`src/rtl/sukt_pkg.sv`:
```
`timescale 1ns / 1ps

package sukt_pkg;

	// table size and derived widths
	localparam int TABLE_DEPTH = 32;
	localparam int IDX_W       = $clog2(TABLE_DEPTH);
	localparam int CNT_W       = $clog2(TABLE_DEPTH + 1);

	// request and result field widths
	localparam int KEY_W    = 32;
	localparam int CMD_W    = 2;
	localparam int POS_W    = 5;
	localparam int STATUS_W = 3;
	localparam int WHERE_W  = 5;
	localparam int COUNT_W  = 6;

	// command codes
	localparam logic [CMD_W-1:0] CMD_INSERT = 2'd0;
	localparam logic [CMD_W-1:0] CMD_DELETE = 2'd1;
	localparam logic [CMD_W-1:0] CMD_FIND   = 2'd2;

	// result status codes
	localparam logic [STATUS_W-1:0] ST_DONE     = 3'd0;
	localparam logic [STATUS_W-1:0] ST_FULL     = 3'd1;
	localparam logic [STATUS_W-1:0] ST_DUP      = 3'd2;
	localparam logic [STATUS_W-1:0] ST_BADPOS   = 3'd3;
	localparam logic [STATUS_W-1:0] ST_NOTFOUND = 3'd4;

	// sequencer states
	typedef enum logic [3:0] {
		S_IDLE,
		S_DECODE,
		S_LK_RD,
		S_LK_CMP,
		S_SH_CHK,
		S_SH_WR,
		S_DEL_CHK,
		S_DEL_WR,
		S_FIN
	} state_t;

	typedef enum logic [2:0] {
		IDX_HOLD,
		IDX_INC,
		IDX_DEC,
		IDX_POS,
		IDX_COUNT
	} idx_op_t;

	typedef enum logic [1:0] {
		RD_IDX,
		RD_DN,
		RD_UP
	} rd_sel_t;

	typedef enum logic {
		WR_KEY,
		WR_DATA
	} wr_sel_t;

	typedef enum logic [1:0] {
		CNT_HOLD,
		CNT_INC,
		CNT_DEC
	} cnt_op_t;

	typedef enum logic [1:0] {
		WH_ZERO,
		WH_IDX,
		WH_MARK,
		WH_POS
	} where_sel_t;

	// commands from the controller to the datapath
	typedef struct packed {
		logic                load;
		idx_op_t             idx_op;
		logic                mark_set;
		logic                rd_en;
		rd_sel_t             rd_sel;
		logic                wr_en;
		wr_sel_t             wr_sel;
		cnt_op_t             cnt_op;
		logic                res_set;
		logic [STATUS_W-1:0] res_status;
		where_sel_t          res_where;
		logic                out_load;
	} dp_ctl_t;

	// status from the datapath to the controller
	typedef struct packed {
		logic [CMD_W-1:0] cmd;
		logic             full;
		logic             pos_bad;
		logic             idx_at_count;
		logic             idx_at_mark;
		logic             del_last;
		logic             key_eq;
		logic             key_gt;
		logic             out_free;
	} dp_stat_t;

endpackage

```
`src/rtl/sukt_dp.sv`:
```
`timescale 1ns / 1ps

module sukt_dp
	import sukt_pkg::*;
(
	input  logic                clk,
	input  logic                arst_n,
	input  dp_ctl_t             ctl,
	output dp_stat_t            stat,
	input  logic [CMD_W-1:0]    cmd,
	input  logic [KEY_W-1:0]    key_value,
	input  logic [POS_W-1:0]    position,
	output logic                out_valid,
	input  logic                out_stall,
	output logic [STATUS_W-1:0] status,
	output logic [WHERE_W-1:0]  where,
	output logic [COUNT_W-1:0]  entry_count
);

	logic [KEY_W-1:0]    key_store [TABLE_DEPTH];
	logic [KEY_W-1:0]    key_q;
	logic [CMD_W-1:0]    cmd_q;
	logic [POS_W-1:0]    pos_q;
	logic [CNT_W-1:0]    idx_q;
	logic [CNT_W-1:0]    mark_q;
	logic [CNT_W-1:0]    count_q;
	logic [KEY_W-1:0]    rd_q;
	logic [STATUS_W-1:0] res_status_q;
	logic [WHERE_W-1:0]  res_where_q;
	logic                out_valid_q;
	logic [STATUS_W-1:0] out_status_q;
	logic [WHERE_W-1:0]  out_where_q;
	logic [COUNT_W-1:0]  out_count_q;
	logic [CNT_W-1:0]    idx_up;
	logic [CNT_W-1:0]    idx_dn;
	logic [IDX_W-1:0]    rd_addr;
	logic [KEY_W-1:0]    wr_data;
	logic [WHERE_W-1:0]  where_d;

	assign idx_up = idx_q + CNT_W'(1);
	assign idx_dn = idx_q - CNT_W'(1);

	// request capture, no reset needed
	always_ff @(posedge clk) begin
		if (ctl.load) begin
			key_q <= key_value;
			cmd_q <= cmd;
			pos_q <= position;
		end
	end

	// walking index and insert mark
	always_ff @(posedge clk or negedge arst_n) begin
		if (!arst_n) begin
			idx_q  <= '0;
			mark_q <= '0;
		end else begin
			if (ctl.load) begin
				idx_q <= '0;
			end else begin
				case (ctl.idx_op)
					IDX_INC:   idx_q <= idx_up;
					IDX_DEC:   idx_q <= idx_dn;
					IDX_POS:   idx_q <= CNT_W'(pos_q);
					IDX_COUNT: idx_q <= count_q;
					default:   idx_q <= idx_q;
				endcase
			end
			if (ctl.mark_set) begin
				mark_q <= idx_q;
			end
		end
	end

	// entry count
	always_ff @(posedge clk or negedge arst_n) begin
		if (!arst_n) begin
			count_q <= '0;
		end else begin
			case (ctl.cnt_op)
				CNT_INC: count_q <= count_q + CNT_W'(1);
				CNT_DEC: count_q <= count_q - CNT_W'(1);
				default: count_q <= count_q;
			endcase
		end
	end

	// key memory, one write and one registered read per cycle
	always_comb begin
		case (ctl.rd_sel)
			RD_DN:   rd_addr = idx_dn[IDX_W-1:0];
			RD_UP:   rd_addr = idx_up[IDX_W-1:0];
			default: rd_addr = idx_q[IDX_W-1:0];
		endcase
	end

	assign wr_data = (ctl.wr_sel == WR_KEY) ? key_q : rd_q;

	always_ff @(posedge clk) begin
		if (ctl.wr_en) begin
			key_store[idx_q[IDX_W-1:0]] <= wr_data;
		end
	end

	always_ff @(posedge clk) begin
		if (ctl.rd_en) begin
			rd_q <= key_store[rd_addr];
		end
	end

	// result staging
	always_comb begin
		case (ctl.res_where)
			WH_IDX:  where_d = idx_q[WHERE_W-1:0];
			WH_MARK: where_d = mark_q[WHERE_W-1:0];
			WH_POS:  where_d = WHERE_W'(pos_q);
			default: where_d = '0;
		endcase
	end

	always_ff @(posedge clk) begin
		if (ctl.res_set) begin
			res_status_q <= ctl.res_status;
			res_where_q  <= where_d;
		end
	end

	// output register
	always_ff @(posedge clk or negedge arst_n) begin
		if (!arst_n) begin
			out_valid_q <= 1'b0;
		end else if (ctl.out_load) begin
			out_valid_q <= 1'b1;
		end else if (!out_stall) begin
			out_valid_q <= 1'b0;
		end
	end

	always_ff @(posedge clk) begin
		if (ctl.out_load) begin
			out_status_q <= res_status_q;
			out_where_q  <= res_where_q;
			out_count_q  <= COUNT_W'(count_q);
		end
	end

	assign out_valid   = out_valid_q;
	assign status      = out_status_q;
	assign where       = out_where_q;
	assign entry_count = out_count_q;

	// status toward the controller
	always_comb begin
		stat.cmd          = cmd_q;
		stat.full         = (count_q == CNT_W'(TABLE_DEPTH));
		stat.pos_bad      = (CNT_W'(pos_q) >= count_q);
		stat.idx_at_count = (idx_q == count_q);
		stat.idx_at_mark  = (idx_q == mark_q);
		stat.del_last     = (idx_up == count_q);
		stat.key_eq       = (rd_q == key_q);
		stat.key_gt       = (rd_q > key_q);
		stat.out_free     = !out_valid_q || !out_stall;
	end

endmodule

```
`src/rtl/sukt_ctrl.sv`:
```
`timescale 1ns / 1ps

module sukt_ctrl
	import sukt_pkg::*;
(
	input  logic     clk,
	input  logic     arst_n,
	input  logic     in_valid,
	output logic     in_stall,
	input  dp_stat_t stat,
	output dp_ctl_t  ctl
);

	state_t state_q;
	state_t state_d;

	always_ff @(posedge clk or negedge arst_n) begin
		if (!arst_n) begin
			state_q <= S_IDLE;
		end else begin
			state_q <= state_d;
		end
	end

	// next state
	always_comb begin
		state_d = state_q;
		case (state_q)
			S_IDLE: begin
				if (in_valid) state_d = S_DECODE;
			end
			S_DECODE: begin
				if (stat.cmd == CMD_INSERT) begin
					state_d = stat.full ? S_FIN : S_LK_RD;
				end else if (stat.cmd == CMD_DELETE) begin
					state_d = stat.pos_bad ? S_FIN : S_DEL_CHK;
				end else if (stat.cmd == CMD_FIND) begin
					state_d = S_LK_RD;
				end else begin
					state_d = S_FIN;
				end
			end
			S_LK_RD: begin
				if (!stat.idx_at_count) begin
					state_d = S_LK_CMP;
				end else if (stat.cmd == CMD_INSERT) begin
					state_d = S_SH_CHK;
				end else begin
					state_d = S_FIN;
				end
			end
			S_LK_CMP: begin
				if (stat.key_eq) begin
					state_d = S_FIN;
				end else if (stat.key_gt) begin
					state_d = (stat.cmd == CMD_INSERT) ? S_SH_CHK : S_FIN;
				end else begin
					state_d = S_LK_RD;
				end
			end
			S_SH_CHK: begin
				state_d = stat.idx_at_mark ? S_FIN : S_SH_WR;
			end
			S_SH_WR: begin
				state_d = S_SH_CHK;
			end
			S_DEL_CHK: begin
				state_d = stat.del_last ? S_FIN : S_DEL_WR;
			end
			S_DEL_WR: begin
				state_d = S_DEL_CHK;
			end
			S_FIN: begin
				if (stat.out_free) state_d = S_IDLE;
			end
			default: state_d = S_IDLE;
		endcase
	end

	// datapath commands
	always_comb begin
		ctl            = '0;
		ctl.idx_op     = IDX_HOLD;
		ctl.rd_sel     = RD_IDX;
		ctl.wr_sel     = WR_KEY;
		ctl.cnt_op     = CNT_HOLD;
		ctl.res_status = ST_DONE;
		ctl.res_where  = WH_ZERO;
		in_stall       = 1'b1;
		case (state_q)
			S_IDLE: begin
				in_stall = 1'b0;
				ctl.load = in_valid;
			end
			S_DECODE: begin
				if (stat.cmd == CMD_INSERT) begin
					if (stat.full) begin
						ctl.res_set    = 1'b1;
						ctl.res_status = ST_FULL;
					end
				end else if (stat.cmd == CMD_DELETE) begin
					if (stat.pos_bad) begin
						ctl.res_set    = 1'b1;
						ctl.res_status = ST_BADPOS;
					end else begin
						ctl.idx_op = IDX_POS;
					end
				end else if (stat.cmd != CMD_FIND) begin
					// unused code: done, nothing changes
					ctl.res_set = 1'b1;
				end
			end
			S_LK_RD: begin
				if (!stat.idx_at_count) begin
					ctl.rd_en = 1'b1;
				end else if (stat.cmd == CMD_INSERT) begin
					// new key goes past the last entry
					ctl.mark_set = 1'b1;
				end else begin
					ctl.res_set    = 1'b1;
					ctl.res_status = ST_NOTFOUND;
				end
			end
			S_LK_CMP: begin
				if (stat.key_eq) begin
					ctl.res_set = 1'b1;
					if (stat.cmd == CMD_INSERT) begin
						ctl.res_status = ST_DUP;
					end else begin
						ctl.res_where = WH_IDX;
					end
				end else if (stat.key_gt) begin
					if (stat.cmd == CMD_INSERT) begin
						ctl.mark_set = 1'b1;
						ctl.idx_op   = IDX_COUNT;
					end else begin
						ctl.res_set    = 1'b1;
						ctl.res_status = ST_NOTFOUND;
					end
				end else begin
					ctl.idx_op = IDX_INC;
				end
			end
			S_SH_CHK: begin
				if (stat.idx_at_mark) begin
					// drop the key into the gap
					ctl.wr_en     = 1'b1;
					ctl.wr_sel    = WR_KEY;
					ctl.cnt_op    = CNT_INC;
					ctl.res_set   = 1'b1;
					ctl.res_where = WH_MARK;
				end else begin
					ctl.rd_en  = 1'b1;
					ctl.rd_sel = RD_DN;
				end
			end
			S_SH_WR: begin
				ctl.wr_en  = 1'b1;
				ctl.wr_sel = WR_DATA;
				ctl.idx_op = IDX_DEC;
			end
			S_DEL_CHK: begin
				if (stat.del_last) begin
					ctl.cnt_op    = CNT_DEC;
					ctl.res_set   = 1'b1;
					ctl.res_where = WH_POS;
				end else begin
					ctl.rd_en  = 1'b1;
					ctl.rd_sel = RD_UP;
				end
			end
			S_DEL_WR: begin
				ctl.wr_en  = 1'b1;
				ctl.wr_sel = WR_DATA;
				ctl.idx_op = IDX_INC;
			end
			S_FIN: begin
				ctl.out_load = stat.out_free;
			end
			default: begin
				ctl.load = 1'b0;
			end
		endcase
	end

endmodule

```
`src/rtl/sorted_unique_key_table_top.sv`:
```
`timescale 1ns / 1ps
// channel   valid      stall      fields
// request   in_valid   in_stall   cmd, key_value, position
// result    out_valid  out_stall  status, where, entry_count
//
// one request at a time; a request waits in in_stall while the previous one runs.
// a refused or unused command goes from decode straight to the finish step; find and
// insert scan the keys with read and compare steps, and insert then shifts larger keys
// up toward the gap; delete moves the later keys down. each entry takes a read step,
// then a compare or write step, as the key memory read is registered.
// reset clears the count, index, mark and output valid flag; key memory is not cleared.
// a stalled result stays in the output register; the next request may start
// meanwhile and waits at its last step until the register frees.

module sorted_unique_key_table_top
	import sukt_pkg::*;
(
	input  logic                clk,
	input  logic                arst_n,
	input  logic                in_valid,
	output logic                in_stall,
	input  logic [CMD_W-1:0]    cmd,
	input  logic [KEY_W-1:0]    key_value,
	input  logic [POS_W-1:0]    position,
	output logic                out_valid,
	input  logic                out_stall,
	output logic [STATUS_W-1:0] status,
	output logic [WHERE_W-1:0]  where,
	output logic [COUNT_W-1:0]  entry_count
);

	dp_ctl_t  ctl;
	dp_stat_t stat;

	// sequencer
	sukt_ctrl u_ctrl (
		.clk      (clk),
		.arst_n   (arst_n),
		.in_valid (in_valid),
		.in_stall (in_stall),
		.stat     (stat),
		.ctl      (ctl)
	);

	// key memory, counters and output register
	sukt_dp u_dp (
		.clk         (clk),
		.arst_n      (arst_n),
		.ctl         (ctl),
		.stat        (stat),
		.cmd         (cmd),
		.key_value   (key_value),
		.position    (position),
		.out_valid   (out_valid),
		.out_stall   (out_stall),
		.status      (status),
		.where       (where),
		.entry_count (entry_count)
	);

endmodule

```
`config.mk`:
```
export PLATFORM = sky130hd
export DESIGN_NAME = sorted_unique_key_table_top
export DESIGN_NICKNAME = d
export VERILOG_FILES = /design/src/rtl/sukt_pkg.sv /design/src/rtl/sukt_dp.sv /design/src/rtl/sukt_ctrl.sv /design/src/rtl/sorted_unique_key_table_top.sv
export SDC_FILE = /design/constraint.sdc
export NUM_CORES = 1
export LEC_CHECK = 0
export BUFFER_PORTS_ARGS = -buffer_cell sky130_fd_sc_hd__buf_2
export CAP_MARGIN = 5
export CORE_MARGIN = 1
export CORE_UTILIZATION = 57
export DETAILED_ROUTE_END_ITERATION = 10
export GPL_TIMING_DRIVEN = 0
export PLACE_DENSITY = 0.78
export SYNTH_ARGS = -nofsm -noshare
export SYNTH_HDL_FRONTEND = slang
export SYNTH_SLANG_ARGS = --single-unit
```
`constraint.sdc`:
```
create_clock -name clk -period 4 [get_ports clk]
set_input_delay 0.4 -clock clk [delete_from_list [all_inputs] [get_ports clk]]
set_output_delay 0.4 -clock clk [all_outputs]
set_load 0.01 [all_outputs]
```
# After elaboration in Yosys (flattened, before gate mapping)
# Memories as Yosys holds them, arrays and structs flattened. A register that Yosys moved wholly into a read port is not among the register bits.
# Cells that the tools add are included.
# word_totals
mem_bits_rw,1024
elab_cells,124
ff_bits,84
mem_bits_ro,0
mem_count,1
latch_bits,0
# op_classes
n_div,0
reduce_logical,9
add_sub_neg,4
n_shift,0
muxes,65
n_eq_ne,30
n_bitwise,0
magnitude_cmp,2
n_mul,0
# memory_table
memory,words,word_bits,rd,rd_ports_with_merged_regs,write_ports,line,rtl
u_dp.key_store,32,32,1,1,1,sukt_dp.sv:20,logic [KEY_W-1:0] key_store [TABLE_DEPTH];
# ops
operator,count
$mux 4,22
$pmux 4 s9,1
$eq 32x32->1,1
$gt 32x32->1,1
$mux 32,1
$pmux 6 s4,1
$eq 6x6->1,3
$mux 3,6
$eq 4x3->1 const B,4
$mux 1,15
$pmux 5 s3,1
$add 6x1->6 const B,2
$pmux 2 s2,3
$pmux 3 s4,1
$pmux 6 s2,1
$sub 6x1->6 const B,2
$eq 2x2->1 const B,5
$mux 2,5
$pmux 5 s2,1
$pmux 3 s3,1
$eq 2x1->1 const B,4
$eq 4x2->1 const B,2
$eq 3x2->1 const B,2
$eq 6x6->1 const B,1
21 further kinds,24

# Logic depth before layout (Yosys ltp)
# logic_depth
ltp_word,8
depth_mapped,19
mapped_depth_nobuf,16

# Modules after synthesis
# A second synthesis with hierarchy kept.
# unflattened
cells_unflattened,3537
area_unflattened_um2,46250.6
# modules_own_cells
mod,instances,area_per_inst_um2,cells_each
sukt_dp,1,45758.9,3470
sukt_ctrl,1,491.7,67

# Worst setup path before layout
# OpenSTA, ideal clock, no wires.
# synth_path
path_type,flip-flop to flip-flop
from,register u_dp.idx_q[0]
to,register u_dp.rd_q[23] (read register of u_dp.key_store) (data pin)
period_less_slack_ps,4221
t_arrival_ps,3955
t_required_ps,3734
path_stages_with_launch,19
setup_slack_ps,-221
setup_ps,266
path_cell_list,dfrtp_1 -> buf_2 -> inv_1 -> ha_1 -> xnor2_1 -> nand3_1 -> and4b_1 -> or3_1 -> ha_1 -> clkbuf_1 -> nand2_1 -> o21ai_1 -> buf_4 -> buf_2 -> mux4_2 -> nand2_1 -> nand3_1 -> o211ai_1 -> o21ai_1
# synth_via
elab_chain_len,6
# synth_rtl
item,line,rtl
"start, declared",sukt_dp.sv:24,logic [CNT_W-1:0] idx_q;
"start signal, assigned",sukt_dp.sv:62,IDX_INC: idx_q <= idx_up;
"start signal, assigned",sukt_dp.sv:63,IDX_DEC: idx_q <= idx_dn;
"start signal, assigned",sukt_dp.sv:64,IDX_POS: idx_q <= CNT_W'(pos_q);
$add 6x1->6,sukt_dp.sv:40,assign idx_up = idx_q + CNT_W'(1);
$eq 6x6->1,sukt_dp.sv:159,stat.del_last = (idx_up == count_q);
$mux 3,sukt_ctrl.sv:163,if (stat.del_last) begin
$pmux 2 s2,sukt_ctrl.sv:90,case (state_q)
$eq 2x2->1 or $eq 2x1->1 (tied branches),sukt_dp.sv:90,case (ctl.rd_sel)
$pmux 5 s2,sukt_dp.sv:90,
"end, declared",sukt_dp.sv:27,logic [KEY_W-1:0] rd_q;
# Parallel ways exist; a longest one is shown, timed or not.
# A chain may end at the register's enable or synchronous reset.

# Worst setup path in the final report
# layout_path
from,register u_dp.idx_q[0]
to,register u_dp.rd_q[4] (read register of u_dp.key_store) (data pin)
# The elaborated chain is that of the path after synthesis.

==> summary.md <==
| Metric | Value |
|---|---|
| DR iter-0 viols | `4317` |
| CTS max path bufs | `3` |
| Drt first pass iters | `9` |
| Post-Synth Adder-Cell Area | `1.39%` |
| CTS tree | `done` |
| Total GRT Usage | `30.2%` |
| Top_reg_cell synth | `edfxtp_1` |
| R2R setup slack | `-0.46 ns` |
| Fin worst setup slack | `-0.456 ns` |
| Setup violators final | `32` |
| Max Fclk | `224 MHz` |
| Die height | `284 um` |
| Gpl congestion | `0.926` |
| Startpoint types | `register` |
| Launching point of the worst reg2reg path | `u_dp.idx_q[0]$_DFFE_PN0P_` |
| Most common cell in the netlist | `edfxtp_1` |
| Post-synthesis mux area share | `12.9%` |
| Antenna cells | `0` |
| Drc violations | `0` |
| Ys Warns | `0` |
| Clock Pin Slew Worst Setup and Hold Paths | `0.07 ns` |
| Synth cell count leaders | `edfxtp_1 (1117), mux4_2 (256), nor2_1 (254)` |
| Slew Viols, Final | `3` |
| Crit path kind | `reg -> reg` |
| Nets | `2948` |
| Root Buffer | `clkbuf_16` |
| Routed vias/inst | `6.75` |
| CTS buffer count | `110` |
| Final hold viol count | `0` |
| Power Density | `652 mW/mm^2` |
| Failing checks | `capacitance limit, slew limit, setup timing` |
| Area of the multi-input gates | `0.0113 sq mm` |
| Synthesized area per cell | `18.3 sq um` |
| I/O Buffers | `58` |
| Post-Syn Instances | `2480` |
| Top cell type's share of synthesized area | `73.8%` |
| Post-route insts no fill | `3993` |
| Num rows | `103` |
| Slew of the pin with the lowest slew margin | `1.52 ns` |
| Clk_lat worst skew | `0.70 ns` |
| CP endpoint kind | `register` |
| Count of cell types in the netlist | `66` |
| Seq/Total Area, Yosys | `75.0%` |
| Dpl hpwl | `72400 um` |
| Largest fanout on the critical path | `7` |
| Largest net degree at the start of global routing | `41` |
| # IOs | `59` |
| # fillers | `4493` |
| Simple-gate share of the synthesized area | `5.42%` |
| RSZ-0062 raised after global routing | `true` |
| Layout cell share with drive strength beyond 1 | `30.6%` |
| DR WL/cell | `31.6 um` |
| Synth top area cells | `edfxtp_1 (74%), mux4_2 (13%), nor2_1 (2.1%)` |
| Initial Util | `57.6%` |
| H-tree Lvls | `3` |
| First-pass GRT wire length | `176000 um` |
| Register area | `0.0341 sq mm` |
| Critical Path RT | `4.40 ns` |
| Async set-reset flop share out of synthesis | `2.02%` |
| Reg2Reg Depth | `20` |
| Relative slew slack | `-2.28%` |
| Die area | `0.0809 sq mm` |
| Synth Register Bits | `1140` |
| Post-Synth XOR/XNOR Area | `0.644%` |
| Compound-Gate Fraction of Synth Area | `2.91%` |
| P_leak | `18.1 nW` |
| Synthesis-to-layout area growth | `21.2%` |
| CTS sink cnt | `1140` |
| WP data arrival | `4.85 ns` |
| Final ANT Viol Nets | `0` |
| Main combinational cell family by area after synthesis | `multiplexers` |
| Core ar. | `0.0790 sq mm` |
| Netlist Area Pre-Place | `0.0455 sq mm` |
| Mapped Nets | `2573` |
| Vias in the first global route | `26600` |
| Post-Route WL | `126000 um` |
| Area leader, netlist | `edfxtp_1` |
| Placed insts | `3652` |
| Post-synth EDFFs | `1117` |
| Fin crit period | `4.46 ns` |
| HP Class | `in -> async` |
| Setup Skew | `0.0389 ns` |
| Detailed-route via count | `26900` |
| Grt ovf | `0` |
| MaxCap Viol Count | `1` |
| Reg2reg end | `u_dp.rd_q[4]$_DFFE_PP_` |
| TNS Setup | `-8.04 ns` |
| Initial antenna violation count | `2` |
| Outcome | `finished with violations` |
| Share of the clock period used by the worst path | `111%` |
| Worst vdd ir | `0.000471 V` |
| Die W | `284 um` |
## through the flow
step	util (%)	worst slack [ns]	cell area (sq um)	total power, mW	hold slack, ns
2_1_floorplan	-	0.0325	45600	20.4	0.104
3_3_place_gp	59.8	-1.90	47200	22.6	0.401
3_5_place_dp	61.7	-1.59	48800	23.2	0.405
4_1_cts	69.0	-0.233	54500	35.0	0.264
5_1_grt	69.8	-0.578	55100	36.8	0.297
6_report	69.8	-0.456	55100	35.9	0.273
## state kept, by name (all words and copies together) (netlist names)
name / cells
u_ctrl.state_q: 4
u_dp.where: 5
u_dp.res_status_q: 3
u_dp.cmd_q: 2
u_dp.key_q: 32
u_dp.out_valid: 1
u_dp.rd_q: 32
u_dp.mark_q: 6
u_dp.res_where_q: 5
u_dp.entry_count: 6
u_dp.key_store: 1024
u_dp.pos_q: 5
u_dp.count_q: 6
u_dp.status: 3
u_dp.idx_q: 6
## worst max-delay path by stage
stage / cells past startpoint / start / slack, ns / end
2_1_floorplan: 17 / u_dp.idx_q[0]$_DFFE_PN0P_ / 0.03 / u_dp.rd_q[10]$_DFFE_PP_
3_3_place_gp: 9 / u_dp.idx_q[0]$_DFFE_PN0P_ / -1.90 / u_dp.key_store[1][21]$_DFFE_PP_
3_5_place_dp: 19 / u_dp.idx_q[0]$_DFFE_PN0P_ / -1.59 / u_dp.rd_q[12]$_DFFE_PP_
4_1_cts: 21 / u_dp.idx_q[1]$_DFFE_PN0P_ / -0.23 / u_dp.rd_q[22]$_DFFE_PP_
5_1_grt: 20 / u_dp.idx_q[0]$_DFFE_PN0P_ / -0.58 / u_dp.rd_q[3]$_DFFE_PP_
6_report: 20 / u_dp.idx_q[0]$_DFFE_PN0P_ / -0.46 / u_dp.rd_q[4]$_DFFE_PP_
## cell families after synthesis
group | count (synthesis)
and+or+nand+nor | 585
AOI/OAI and AO/OA | 222
buffers and inverters | 186
muxes | 266
DFF | 1140
xor gates and xnor gates | 31
adders and majority gates | 50
## per-layer routing
layer | track usage, % | share of wire, % | up-vias
met5 | 0 | 0 | -
met4 | 14.4 | 6.1 | 0
met3 | 5.88 | 11 | 464
met2 | 48.2 | 48 | 2268
met1 | 40.5 | 35 | 13600
li1 | - | - | 10600
## area by class of cell
| cell class | instances | area share (%) |
|---|---|---|
| buffer | 126 | 2.13 |
| clock buffer | 134 | 5.20 |
| inverter | 58 | 0.409 |
| timing repair buffer | 265 | 5.97 |
| multi-input combinational | 1154 | 20.6 |
| clock inverter | 66 | 1.44 |
| sequential | 1140 | 61.9 |
| tap | 1050 | 2.38 |
## cells in the final DEF, fill, tap and decap left out, types with 17 or more instances in the layout
cell,count
edfxtp_1,1117
mux4_2,256
nor2_1,199
nand2_1,196
clkbuf_16,118
buf_2,74
buf_12,74
nand3_1,69
buf_4,64
o21ai_2,55
inv_1,52
clkbuf_1,47
ha_1,45
o21ai_1,43
dlygate4sd3_1,42
buf_8,39
nor2_4,37
o211ai_1,35
a21oi_1,28
clkbuf_2,22
clkinv_2,21
dfrtp_1,20
nor2_2,19
buf_6,18
buf_16,17
## critical path, cell delays in order (launching register included)
cell and delay (ns):
dfrtp_2 0.47, buf_6 0.15, inv_4 0.05, ha_4 0.20, xnor2_2 0.13, nand3_1 0.08, and4b_2 0.27, or3_4 0.42
ha_4 0.31, buf_8 0.12, nand2_4 0.05, o21ai_4 0.07, buf_12 0.17, buf_16 0.19, buf_12 0.14, buf_6 0.09
mux4_2 0.51, nor2_1 0.12, nor2_1 0.06, o211ai_1 0.35, o21ai_1 0.21
## report_power, final
part | internal [mW] | switching [mW] | total, mW
sequential | 14.6 | 0.272 | 14.9
clock | 6.04 | 4.63 | 10.7
combinational | 4.46 | 5.89 | 10.3
total | 25.1 | 10.8 | 35.9
## repair_timing
action | CTS | global route
endpoints found under the setup margin | 298 | 404
pin swaps | 43 | 39
resized for setup | 232 | 74
gates cloned | 9 | 6
hold buffers | 42 | 0
setup buffers | 60 | 29
hold endpoints to repair | 65 | 0
Power figures use the tool's default switching activity.
